`src/sv/agt_pkg.sv`:
```
// ----------------------------------------------------------------------------
// agt_pkg
// Types, constants and helper functions of the graph traversal block.
// ----------------------------------------------------------------------------
`timescale 1ns / 1ps

package agt_pkg;

  localparam int MAX_VERTICES = 16;
  localparam int VTX_W        = $clog2(MAX_VERTICES);
  localparam int CNT_W        = VTX_W + 1;
  localparam int CFG_W        = 5;
  localparam int USER_W       = 2;
  localparam int IN_DATA_W    = 16;
  localparam int OUT_DATA_W   = 16;

  localparam logic [CFG_W-1:0] CFG_RESET = CFG_W'(16);

  localparam logic [USER_W-1:0] MODE_LOAD = 2'd0;
  localparam logic [USER_W-1:0] MODE_BFS  = 2'd1;
  localparam logic [USER_W-1:0] MODE_DFS  = 2'd2;

  // Microprogram step addresses.
  typedef enum logic [2:0] {
    S_IDLE,
    S_BFS_CHK,
    S_DFS_CHK,
    S_BFETCH,
    S_BSCAN,
    S_DTOP,
    S_DSCAN,
    S_FINISH
  } step_t;

  // Condition tested by a step.
  typedef enum logic [2:0] {
    T_ALWAYS,
    T_IN_VALID,
    T_BFS_OK,
    T_DFS_OK,
    T_Q_AVAIL,
    T_CAND_ZERO,
    T_STACK_EMPTY
  } test_t;

  // Datapath action.
  typedef enum logic [2:0] {
    A_NONE,
    A_LATCH,
    A_INIT,
    A_FETCH_HEAD,
    A_FETCH_TOP,
    A_EMIT,
    A_POP,
    A_FINAL
  } act_t;

  typedef struct packed {
    test_t test;
    act_t  act_true;
    step_t next_true;
    act_t  act_false;
    step_t next_false;
  } ctrl_word_t;

  typedef struct packed {
    logic bfs_ok;
    logic dfs_ok;
    logic q_avail;
    logic cand_zero;
    logic stack_empty;
    logic out_free;
  } dp_status_t;

  // Index of the lowest set bit; zero when no bit is set.
  function automatic logic [VTX_W-1:0] lowest_index(input logic [MAX_VERTICES-1:0] x);
    logic [VTX_W-1:0] idx;
    idx = '0;
    for (int i = MAX_VERTICES - 1; i >= 0; i--) begin
      if (x[i]) idx = VTX_W'(i);
    end
    return idx;
  endfunction

  // One bit for each vertex below n.
  function automatic logic [MAX_VERTICES-1:0] span_mask(input logic [CNT_W-1:0] n);
    logic [MAX_VERTICES-1:0] m;
    m = '0;
    for (int i = 0; i < MAX_VERTICES; i++) begin
      m[i] = (CNT_W'(i) < n);
    end
    return m;
  endfunction

endpackage

```
`src/sv/adjacency_matrix_graph_traversal.sv`:
```
// Items: a load beat or a run request is taken only at the idle step, so the next item
// waits until the current one is done; a run waits while its result finds the output full.
// Reset: rst is synchronous, active high; it clears all edges, sets vertex_count to 16.
// ----------------------------------------------------------------------------
// adjacency_matrix_graph_traversal
// Breadth-first and depth-first traversal over a 16x16 adjacency bit matrix,
// run by a microcoded sequencer driving a plain datapath.
// ----------------------------------------------------------------------------
`timescale 1ns / 1ps

module adjacency_matrix_graph_traversal
  import agt_pkg::*;
(
  input  logic                  clk,
  input  logic                  rst,
  // Input stream.
  input  logic                  s_axis_tvalid,
  output logic                  s_axis_tready,
  input  logic [IN_DATA_W-1:0]  s_axis_tdata,  // row[3:0], col[7:4], edge_present[8],
                                               // start_vertex[12:9], zero fill
  input  logic [USER_W-1:0]     s_axis_tuser,  // mode[1:0]
  // Result stream.
  output logic                  m_axis_tvalid,
  input  logic                  m_axis_tready,
  output logic [OUT_DATA_W-1:0] m_axis_tdata,  // vertex[3:0], order_index[7:4],
                                               // all_reached[8], zero fill
  output logic                  m_axis_tlast,  // last
  // Configuration write channel (vertex_count).
  input  logic                  cfg_valid,
  output logic                  cfg_ready,
  input  logic [CFG_W-1:0]      cfg_data
);

  // The step counter addresses the microprogram. Each control word names a
  // condition and, for either outcome, a datapath action and the next step.
  step_t      step;
  step_t      step_next;
  ctrl_word_t word;
  dp_status_t status;
  act_t       act_sel;
  act_t       act;
  logic       cond;
  logic       stall;

  agt_ucode_rom u_rom (
    .step (step),
    .word (word)
  );

  always_comb begin
    unique case (word.test)
      T_ALWAYS:      cond = 1'b1;
      T_IN_VALID:    cond = s_axis_tvalid;
      T_BFS_OK:      cond = status.bfs_ok;
      T_DFS_OK:      cond = status.dfs_ok;
      T_Q_AVAIL:     cond = status.q_avail;
      T_CAND_ZERO:   cond = status.cand_zero;
      T_STACK_EMPTY: cond = status.stack_empty;
      default:       cond = 1'b0;
    endcase
  end

  // Results go out through a single output register. A step that writes it
  // waits in place until that register is free, so nothing is lost.
  always_comb begin
    act_sel   = cond ? word.act_true  : word.act_false;
    step_next = cond ? word.next_true : word.next_false;
    stall     = ((act_sel == A_EMIT) || (act_sel == A_FINAL)) && !status.out_free;
    act       = stall ? A_NONE : act_sel;
    if (stall) step_next = step;
  end

  always_ff @(posedge clk) begin
    if (rst) begin
      step <= S_IDLE;
    end else begin
      step <= step_next;
    end
  end

  // Items are taken only at the idle step; the final result of the previous
  // run may still sit in the output register at that time.
  assign s_axis_tready = (step == S_IDLE);
  assign cfg_ready     = 1'b1;

  agt_datapath u_dp (
    .clk       (clk),
    .rst       (rst),
    .act       (act),
    .in_data   (s_axis_tdata),
    .in_user   (s_axis_tuser),
    .cfg_we    (cfg_valid),
    .cfg_wdata (cfg_data),
    .out_ready (m_axis_tready),
    .out_valid (m_axis_tvalid),
    .out_data  (m_axis_tdata),
    .out_last  (m_axis_tlast),
    .status    (status)
  );

endmodule

```
`src/sv/agt_ucode_rom.sv`:
```
// ----------------------------------------------------------------------------
// agt_ucode_rom
// Microprogram of the traversal sequencer, one control word per step.
// ----------------------------------------------------------------------------
`timescale 1ns / 1ps

module agt_ucode_rom
  import agt_pkg::*;
(
  input  step_t      step,
  output ctrl_word_t word
);

  always_comb begin
    unique case (step)
      S_IDLE:    word = '{T_IN_VALID,    A_LATCH,      S_BFS_CHK, A_NONE,  S_IDLE};
      S_BFS_CHK: word = '{T_BFS_OK,      A_INIT,       S_BFETCH,  A_NONE,  S_DFS_CHK};
      S_DFS_CHK: word = '{T_DFS_OK,      A_INIT,       S_DTOP,    A_NONE,  S_IDLE};
      S_BFETCH:  word = '{T_Q_AVAIL,     A_FETCH_HEAD, S_BSCAN,   A_NONE,  S_FINISH};
      S_BSCAN:   word = '{T_CAND_ZERO,   A_NONE,       S_BFETCH,  A_EMIT,  S_BSCAN};
      S_DTOP:    word = '{T_STACK_EMPTY, A_NONE,       S_FINISH,  A_FETCH_TOP, S_DSCAN};
      S_DSCAN:   word = '{T_CAND_ZERO,   A_POP,        S_DTOP,    A_EMIT,  S_DTOP};
      S_FINISH:  word = '{T_ALWAYS,      A_FINAL,      S_IDLE,    A_FINAL, S_IDLE};
    endcase
  end

endmodule

```
`src/sv/agt_datapath.sv`:
```
// ----------------------------------------------------------------------------
// agt_datapath
// Adjacency rows, visited mask, vertex queue/stack and the output register.
// ----------------------------------------------------------------------------
`timescale 1ns / 1ps

module agt_datapath
  import agt_pkg::*;
(
  input  logic                  clk,
  input  logic                  rst,
  input  act_t                  act,
  input  logic [IN_DATA_W-1:0]  in_data,
  input  logic [USER_W-1:0]     in_user,
  input  logic                  cfg_we,
  input  logic [CFG_W-1:0]      cfg_wdata,
  input  logic                  out_ready,
  output logic                  out_valid,
  output logic [OUT_DATA_W-1:0] out_data,
  output logic                  out_last,
  output dp_status_t            status
);

  logic [MAX_VERTICES-1:0] adj [MAX_VERTICES];
  logic [VTX_W-1:0]        pend [MAX_VERTICES];
  logic [MAX_VERTICES-1:0] visited;
  logic [MAX_VERTICES-1:0] cand;
  logic [CNT_W-1:0]        head;
  logic [CNT_W-1:0]        tail;
  logic [CNT_W-1:0]        count;
  logic [CFG_W-1:0]        vcount;
  logic [USER_W-1:0]       mode;
  logic [VTX_W-1:0]        start;
  logic [VTX_W-1:0]        hold_vertex;
  logic [VTX_W-1:0]        hold_index;
  logic [VTX_W-1:0]        out_vertex;
  logic [VTX_W-1:0]        out_index;
  logic                    out_all;

  logic [CNT_W-1:0]        n_eff;
  logic [MAX_VERTICES-1:0] span;
  logic [CNT_W-1:0]        top;
  logic [VTX_W-1:0]        rd_addr;
  logic [VTX_W-1:0]        rd_vertex;
  logic [MAX_VERTICES-1:0] fetched;
  logic [VTX_W-1:0]        w;
  logic                    start_ok;

  logic [VTX_W-1:0] in_row, in_col, in_start;
  logic             in_edge;

  assign in_row   = in_data[3:0];
  assign in_col   = in_data[7:4];
  assign in_edge  = in_data[8];
  assign in_start = in_data[12:9];

  always_comb begin
    if (vcount == '0) begin
      n_eff = CNT_W'(1);
    end else if (CNT_W'(vcount) > CNT_W'(MAX_VERTICES)) begin
      n_eff = CNT_W'(MAX_VERTICES);
    end else begin
      n_eff = CNT_W'(vcount);
    end
  end

  assign span      = span_mask(n_eff);
  assign top       = tail - CNT_W'(1);
  assign rd_addr   = (act == A_FETCH_TOP) ? top[VTX_W-1:0] : head[VTX_W-1:0];
  assign rd_vertex = pend[rd_addr];
  assign fetched   = adj[rd_vertex] & span & ~visited;
  assign w         = lowest_index(cand);
  assign start_ok  = {1'b0, start} < n_eff;

  assign status.bfs_ok      = (mode == MODE_BFS) && start_ok;
  assign status.dfs_ok      = (mode == MODE_DFS) && start_ok;
  assign status.q_avail     = (head < tail) && !head[CNT_W-1];
  assign status.cand_zero   = (cand == '0);
  assign status.stack_empty = (tail == '0);
  assign status.out_free    = !out_valid || out_ready;

  assign out_data = {{(OUT_DATA_W - 2*VTX_W - 1){1'b0}}, out_all, out_index, out_vertex};

  // Control state.
  always_ff @(posedge clk) begin
    if (rst) begin
      vcount    <= CFG_RESET;
      out_valid <= 1'b0;
      head      <= '0;
      tail      <= '0;
      count     <= '0;
      visited   <= '0;
      for (int i = 0; i < MAX_VERTICES; i++) begin
        adj[i] <= '0;
      end
    end else begin
      if (cfg_we) vcount <= cfg_wdata;
      // A new beat enters the output register as the old one leaves.
      if ((act == A_EMIT) || (act == A_FINAL)) begin
        out_valid <= 1'b1;
      end else if (out_ready) begin
        out_valid <= 1'b0;
      end
      unique case (act)
        A_LATCH: begin
          if (in_user == MODE_LOAD) adj[in_row][in_col] <= in_edge;
        end
        A_INIT: begin
          visited <= MAX_VERTICES'(1) << start;
          count   <= CNT_W'(1);
          head    <= '0;
          tail    <= CNT_W'(1);
        end
        A_FETCH_HEAD: head <= head + CNT_W'(1);
        A_EMIT: begin
          visited[w] <= 1'b1;
          count      <= count + CNT_W'(1);
          if (!tail[CNT_W-1]) tail <= tail + CNT_W'(1);
        end
        A_POP: tail <= top;
        A_NONE, A_FETCH_TOP, A_FINAL: ;
      endcase
    end
  end

  // Payload registers.
  always_ff @(posedge clk) begin
    unique case (act)
      A_LATCH: begin
        mode  <= in_user;
        start <= in_start;
      end
      A_INIT: begin
        hold_vertex <= start;
        hold_index  <= '0;
        pend[0]     <= start;
      end
      A_FETCH_HEAD, A_FETCH_TOP: cand <= fetched;
      A_EMIT: begin
        cand[w]     <= 1'b0;
        out_vertex  <= hold_vertex;
        out_index   <= hold_index;
        out_last    <= 1'b0;
        out_all     <= 1'b0;
        hold_vertex <= w;
        hold_index  <= count[VTX_W-1:0];
        if (!tail[CNT_W-1]) pend[tail[VTX_W-1:0]] <= w;
      end
      A_FINAL: begin
        out_vertex <= hold_vertex;
        out_index  <= hold_index;
        out_last   <= 1'b1;
        out_all    <= (count == n_eff);
      end
      A_NONE, A_POP: ;
    endcase
  end

endmodule

```
`config.mk`:
```
export PLATFORM = sky130hd
export DESIGN_NAME = adjacency_matrix_graph_traversal
export DESIGN_NICKNAME = d
export VERILOG_FILES = /design/src/sv/agt_pkg.sv /design/src/sv/adjacency_matrix_graph_traversal.sv /design/src/sv/agt_ucode_rom.sv /design/src/sv/agt_datapath.sv
export SDC_FILE = /design/constraint.sdc
export NUM_CORES = 1
export LEC_CHECK = 0
export BUFFER_PORTS_ARGS = -buffer_cell sky130_fd_sc_hd__buf_2
export CAP_MARGIN = 20
export CORE_AREA = 10 10 152 259
export CTS_CLUSTER_SIZE = 30
export DETAILED_ROUTE_END_ITERATION = 10
export DIE_AREA = 0 0 162 269
export GPL_TIMING_DRIVEN = 0
export HOLD_SLACK_MARGIN = 0.08
export PLACE_DENSITY = 0.79
export SKIP_CTS_REPAIR_TIMING = 1
export SKIP_LAST_GASP = 1
export SYNTH_ARGS = -nofsm -noshare
export SYNTH_HDL_FRONTEND = slang
export SYNTH_HIERARCHICAL = 1
export SYNTH_SLANG_ARGS = --single-unit
```
`constraint.sdc`:
```
create_clock -name clk -period 6.2 [get_ports clk]
set_clock_uncertainty 0.05 [all_clocks]
set_input_delay 1.55 -clock clk [delete_from_list [all_inputs] [get_ports clk]]
set_output_delay 1.55 -clock clk [all_outputs]
set_load 0.02 [all_outputs]
```
## After elaboration in Yosys (flattened, before gate mapping)

Memory sizes are Yosys's and may differ from the RTL's. A register that Yosys moved wholly into a read port is not among the register bits.
Cells that the tools add are included.

- Bits of input ports: 28
- Logic and storage cells: 160
- Bits in registers: 80
- Memories: 3
- Memory bits (writable): 320
- Output and inout bits: 20
- Memory bits (read-only): 120

- Mux-type cells: 58
- Reductions and logical operators: 29
- Bitwise operators: 6
- Magnitude comparators: 23
- Add/subtract/negate cells: 4
- Shifts and indexed selects: 1
- Equality and inequality tests: 19

Memory list:

| memory | words | width | read ports | clocked after Yosys merged registers in | write ports | line | text |
|---|---|---|---|---|---|---|---|
| u_dp.adj | 16 | 16 | 1 | 0 | 16 | agt_datapath.sv:24 | `logic [MAX_VERTICES-1:0] adj [MAX_VERTICES];` |
| (name not given) | 8 | 15 | 1 | 1 | 0 | agt_ucode_rom.sv:15 | `unique case (step)` |
| u_dp.pend | 16 | 4 | 1 | 0 | 1 | agt_datapath.sv:25 | `logic [VTX_W-1:0] pend [MAX_VERTICES];` |

Operators with widths:

| kind | number |
|---|---|
| 4-bit two-way mux | 20 |
| 16-bit case mux with 2 select lines | 2 |
| 16-bit bitwise AND | 3 |
| 16-bit two-way mux | 3 |
| 4-bit by 5-bit less-than comparator with 1-bit output, first input constant | 8 |
| 16-bit inverter | 2 |
| 3-bit == test, second input constant | 9 |
| 3-bit by 5-bit less-than comparator with 1-bit output, first input constant | 4 |
| 5-bit case mux with 2 select lines | 2 |
| 16-bit zero test | 1 |
| 16-bit bitwise OR | 1 |
| 4-bit case mux with 2 select lines | 2 |
| 16-bit OR reduction | 1 |
| 1-bit by 4-bit left shift with 16-bit output, first input constant | 1 |
| 5-bit by 1-bit adder with 5-bit output, second input constant | 3 |
| 1-bit two-way mux | 15 |
| 3-bit two-way mux | 5 |
| 5-bit two-way mux | 3 |
| 5-bit case mux with 3 select lines | 1 |
| 3-bit by 2-bit == test with 1-bit output, second input constant | 4 |
| 5-bit zero test | 2 |
| 1-bit by 5-bit less-than comparator with 1-bit output, first input constant | 2 |
| 2-bit by 5-bit less-than comparator with 1-bit output, first input constant | 2 |
| 4-bit by 5-bit less-than comparator with 1-bit output, second input constant | 2 |
| other kinds (23) | 42 |

## Longest topological paths before layout

- Word-level depth: 23
- Depth in mapped cells: 29
- Gate-level depth less buffers: 22

## By module

The synthesis kept the hierarchy.

By module, submodules not included:

| module | instances | area each (µm²) | seq. area each (µm²) | cells each |
|---|---|---|---|---|
| agt_datapath | 1 | 21027.7 | 11551.1 | 1968 |
| adjacency_matrix_graph_traversal | 1 | 362.8 | 60.1 | 40 |
| agt_ucode_rom | 1 | 234.0 | 0.0 | 30 |

## Worst setup path after synthesis

Ideal clock, no wire load.

- Path type: input -> register
- Start point: in s_axis_tvalid
- End point: reg u_dp.cand[7], data pin
- Data required time: 5.889 ns
- Data arrival time: 4.989 ns
- Path slack: 0.900 ns
- Stages on the path: 18
- Path buffers: 5
- Cell sequence: mux2i_1 > a211o_1 > and2_4 > buf_6 > mux2i_1 > buf_4 > nor3b_2 > mux2i_2 > buf_6 > mux4_2 > mux2i_1 > o211a_1 > or2_1 > buf_2 > buf_6 > nor2_2 > a32oi_1 > a311o_1

- Cells in the longest elaborated chain, start to end: 13
- Elaborated cells between the ends (all ways): 17

RTL lines:

| item | line | text |
|---|---|---|
| from (decl) | adjacency_matrix_graph_traversal.sv:17 | `input logic s_axis_tvalid,` |
| 1-bit case mux with 7 select lines * | adjacency_matrix_graph_traversal.sv:51 | `unique case (word.test)` |
| 3-bit two-way mux * | adjacency_matrix_graph_traversal.sv:66 | `act_sel = cond ? word.act_true : word.act_false;` |
| 3-bit == test | adjacency_matrix_graph_traversal.sv:68 | `stall = ((act_sel == A_EMIT) \|\| (act_sel == A_FINAL)) && !status.out_free;` |
| 1-bit logical OR | adjacency_matrix_graph_traversal.sv:68 |  |
| 1-bit logical AND | adjacency_matrix_graph_traversal.sv:68 |  |
| 3-bit two-way mux * | adjacency_matrix_graph_traversal.sv:69 | `act = stall ? A_NONE : act_sel;` |
| net act[2] | adjacency_matrix_graph_traversal.sv:41 | `act_t act;` |
| 3-bit == test | agt_datapath.sv:69, agt_datapath.sv:128 |  |
| 4-bit two-way mux | agt_datapath.sv:69 | `assign rd_addr = (act == A_FETCH_TOP) ? top[VTX_W-1:0] : head[VTX_W-1:0];` |
| memory 16 x 4 bit | n/a |  |
| memory 16 x 16 bit | n/a |  |
| 16-bit bitwise AND (2 in a row) | agt_datapath.sv:71 | `assign fetched = adj[rd_vertex] & span & ~visited;` |
| 16-bit case mux with 2 select lines * | agt_datapath.sv:128 | `unique case (act)` |
| to (signal assigned) | agt_datapath.sv:138 | `A_FETCH_HEAD, A_FETCH_TOP: cand <= fetched;` |
| to (decl) | agt_datapath.sv:27 | `logic [MAX_VERTICES-1:0] cand;` |

The timed path passes the listed nets; every way through them passes the cells marked *.
A chain may end at the register's enable or synchronous reset.

==> flow_summary.toml <==
[run_status]
status = "completed"

[routing]
vias_per_cell = 6.84
num_vias = 18100
wl_per_cell_microns = 30.0
first_pass_iters = 9
drt_iter0_drc = 2208
final_antenna_net_count = 0
totalWireLength_mm = 79.4
drc = 0

[critical_path]
rrSetupSlack_ps = 40
path_common_cell = "buf_6"
end_kind = "flip-flop"
crit_chain = "buf_2 > clkbuf_4 > inv_1 > ha_1 > and2_1 > and4b_2 > a211oi_4 > and2_4 > buf_6 > mux2i_4 > buf_4 > nor3b_4 > mux2i_4 > buf_6 > a211o_1 > nand4_1 > o221ai_2 > buf_6 > buf_6 > buf_6 > mux2i_1 > o21ai_0 > nand4_1 > nand3_1"
r2r_cells = 24
timing.rr.start = "u_dp/tail[0]"
path_max_fanout = 10
cp.required_ps = 6440
critical_path_class = "reg2reg"
crit_path_max_incr_delay_ps = 400
rr_endpoint = "u_dp/cand[1]"
start_kind = "flip-flop"
arrival_ps = 6400
critPathSlowestCell = "mux2i_4"

[sta]
finalSetupViolations = 0
tightest_slew_ps = 1200
slew_violations = 0
min_period_ps = 6160
fmax_ghz = 0.162
period_share = 0.994
hold_violations = 0
setup_slack_ps = 40.3
max_slew_margin = 0.197
hold-worst-slack_ps = 377

[pwr]
leakage_nw = 9.34
vdd_ir_drop_max_v = 0.000516
power_density_mw_per_mm2 = 582

[floorplanning]
die_w_microns = 162
pin_count = 48
die_area_sq_mm = 0.0436
placementRows = 91
core-area_sq_mm = 0.0351
start_util = 0.617
die_h_microns = 269

[logic_synthesis]
yosysWarnings = 6
synth_edf_count = 360
syn_area_sq_mm = 0.0216
ys_ff_latch = 400
yosysUniqueCellTypes = 82
synth_area_leaders = "edfxtp_1 (50%), a21o_1 (6.7%), mux2i_1 (6.4%)"
avgSynthCellArea_sq_um = 10.6
yosysTopAreaCell = "edfxtp_1"
synthCells = 2038
synthArstFlopShare = 0
synth_top_area_share = 0.500
ys_seq_area_frac = 0.537
ys_dominant_reg_cell = "edfxtp_1"

[layout]
area_growth_pct = 13.0
layout.nets = 2199
layout-drive-gt1-share = 0.131
final_core_util = 0.697

[clock_network]
h-tree-depth = 2
cts_sinks = 400
cts.path.max_buffers = 3
clk_pin_slew_ps = 70
cts_root_buf = "clkbuf_16"
numCtsBuffers = 37
insertion_delay_ps = 550
cts_tree = "yes"

[job]
drv_cap = 0

[worst_hold_path]
holdPathStages = 0
hp-class = "reg2reg"
hold_path_end = "u_dp/out_vertex[1]"
hold_start = "u_dp/hold_vertex[1]"

[placement]
portBuffers = 34
dpl.hpwl_mm = 58.0
place_congestion = 1.05
dp_worst_setup_slack_ps = -1070

[grt]
grt_max_degree = 18
grt_pass1_wl_mm = 114
grt_usage = 0.356
first_global_vias = 17900
grt_overflow = 0
antenna_found_initial = 0
## worst max-delay path by stage
stage | slack (ps) | end | startpoint
after floorplan | 900 | u_dp/cand[7] | s_axis_tvalid
after global placement | -2350 | u_dp/adj[15][8] | u_dp/cand[2]
after detailed placement | -1070 | u_dp/adj[15][8] | u_dp/cand[2]
after CTS | -1100 | u_dp/adj[15][8] | u_dp/cand[2]
after global routing | -90 | u_dp/cand[2] | u_dp/vcount[4]
final | 40 | u_dp/cand[1] | u_dp/tail[0]
## Yosys cell counts, types with 5 or more instances
master    count
edfxtp_1    360
nor2_1      338
a21o_1      192
nand2_1     151
clkbuf_1    144
mux2i_1     139
o21bai_1     71
a21oi_1      46
a211oi_1     44
nand3_1      43
dfxtp_1      40
o21ai_0      38
nor3_1       34
inv_1        29
o211ai_1     24
buf_4        22
mux2_2       21
buf_2        19
nand2b_1     19
nor2b_1      19
ha_1         18
nand4_1      18
and2_1       17
a31oi_1      12
buf_6        11
a32oi_1      10
nor4_1        8
o21ai_1       8
a211o_1       7
a22oi_1       7
and3_1        7
mux4_2        7
nor3b_1       7
and2_0        6
a311oi_1      5
buf_1         5
nand3b_1      5
o22ai_1       5
or2_2         5
xor2_1        5
## report_power, final
part / switching (mW) / internal, mW / total [mW]
combinational: 5.23 / 2.96 / 8.19
sequential: 0.171 / 3.37 / 3.55
clock: 1.02 / 1.46 / 2.48
## cell type report
type	count	area, sq um
multi-input combinational	1412	9270
tap	465	582
clock inverter	16	264
antenna	1	2.50
timing repair buffer	71	455
fill	2722	10600
clock buffer	48	1020
sequential	400	11600
inverter	30	115
buffer	201	1110
## metrics by stage
stage	area (sq um)	power [mW]	setup TNS, ps	std cells
after floorplan	21600	7.92	0	2044
after global placement	22400	10.3	-793770	2543
after detailed placement	22500	10.4	-151390	2552
after CTS	23800	12.9	-164520	2616
after global routing	24400	14.5	-857	2643
final	24400	14.2	0	2644
## cells in the final DEF (no fill, tap or decap), types with 8 or more instances in the layout
cell type / Yosys / final
nor3_1: 34 / 33
and2_1: 17 / 17
mux2_2: 21 / 20
nor2_1: 338 / 332
mux2i_1: 139 / 126
a31oi_1: 12 / 12
nand2_1: 151 / 151
nand4_1: 18 / 18
mux2i_4: 0 / 8
nand3_1: 43 / 43
a21oi_1: 46 / 44
o21bai_1: 71 / 71
clkbuf_4: 0 / 12
o21ai_1: 8 / 14
ha_1: 18 / 18
buf_4: 22 / 49
a21o_1: 192 / 192
dfxtp_1: 40 / 35
a211oi_2: 3 / 9
inv_1: 29 / 29
clkbuf_16: 0 / 39
a32oi_1: 10 / 9
clkbuf_1: 144 / 143
edfxtp_1: 360 / 360
conb_1: 2 / 8
o211ai_1: 24 / 24
a211oi_1: 44 / 37
nand2b_1: 19 / 19
buf_2: 19 / 42
nor2b_1: 19 / 19
o21ai_0: 38 / 30
buf_6: 11 / 15
## critical path, delay by kind of cell (launching register included)
family	cells	cell delay, ps
buffers and inverters	9	1950
and+or+nand+nor	7	1380
muxes	3	1010
AOI/OAI and AO/OA	4	940
DFF	1	350
adders and majority gates	1	210
## per-layer routing
metal	GRT usage	wire length, microns
met1	0.345	23300
met2	0.628	40500
met3	0.0698	7350
met4	0.321	8330
met5	0	0
## flip-flops by register name, summed over array words and instances (netlist names), 5 cells and up
register	flops
u_dp/adj	256
u_dp/pend	64
u_dp/cand	16
u_dp/visited	16
u_dp/count	5
u_dp/head	5
u_dp/tail	5
u_dp/vcount	5
## kinds of logic (layout without fill, tap and decap cells)
logic type      after synthesis  count (layout)  share of synthesized area
xor+xnor                      8               8                    0.00324
fa+ha+maj                    18              18                     0.0104
mux                         168             168                     0.0832
simple gates                697             697                      0.144
other cells                   2               9                   0.000347
buf+inv                     232             366                     0.0495
compound gates              513             513                      0.173
flops                       400             400                      0.537
(Power assumes the default switching activity.)
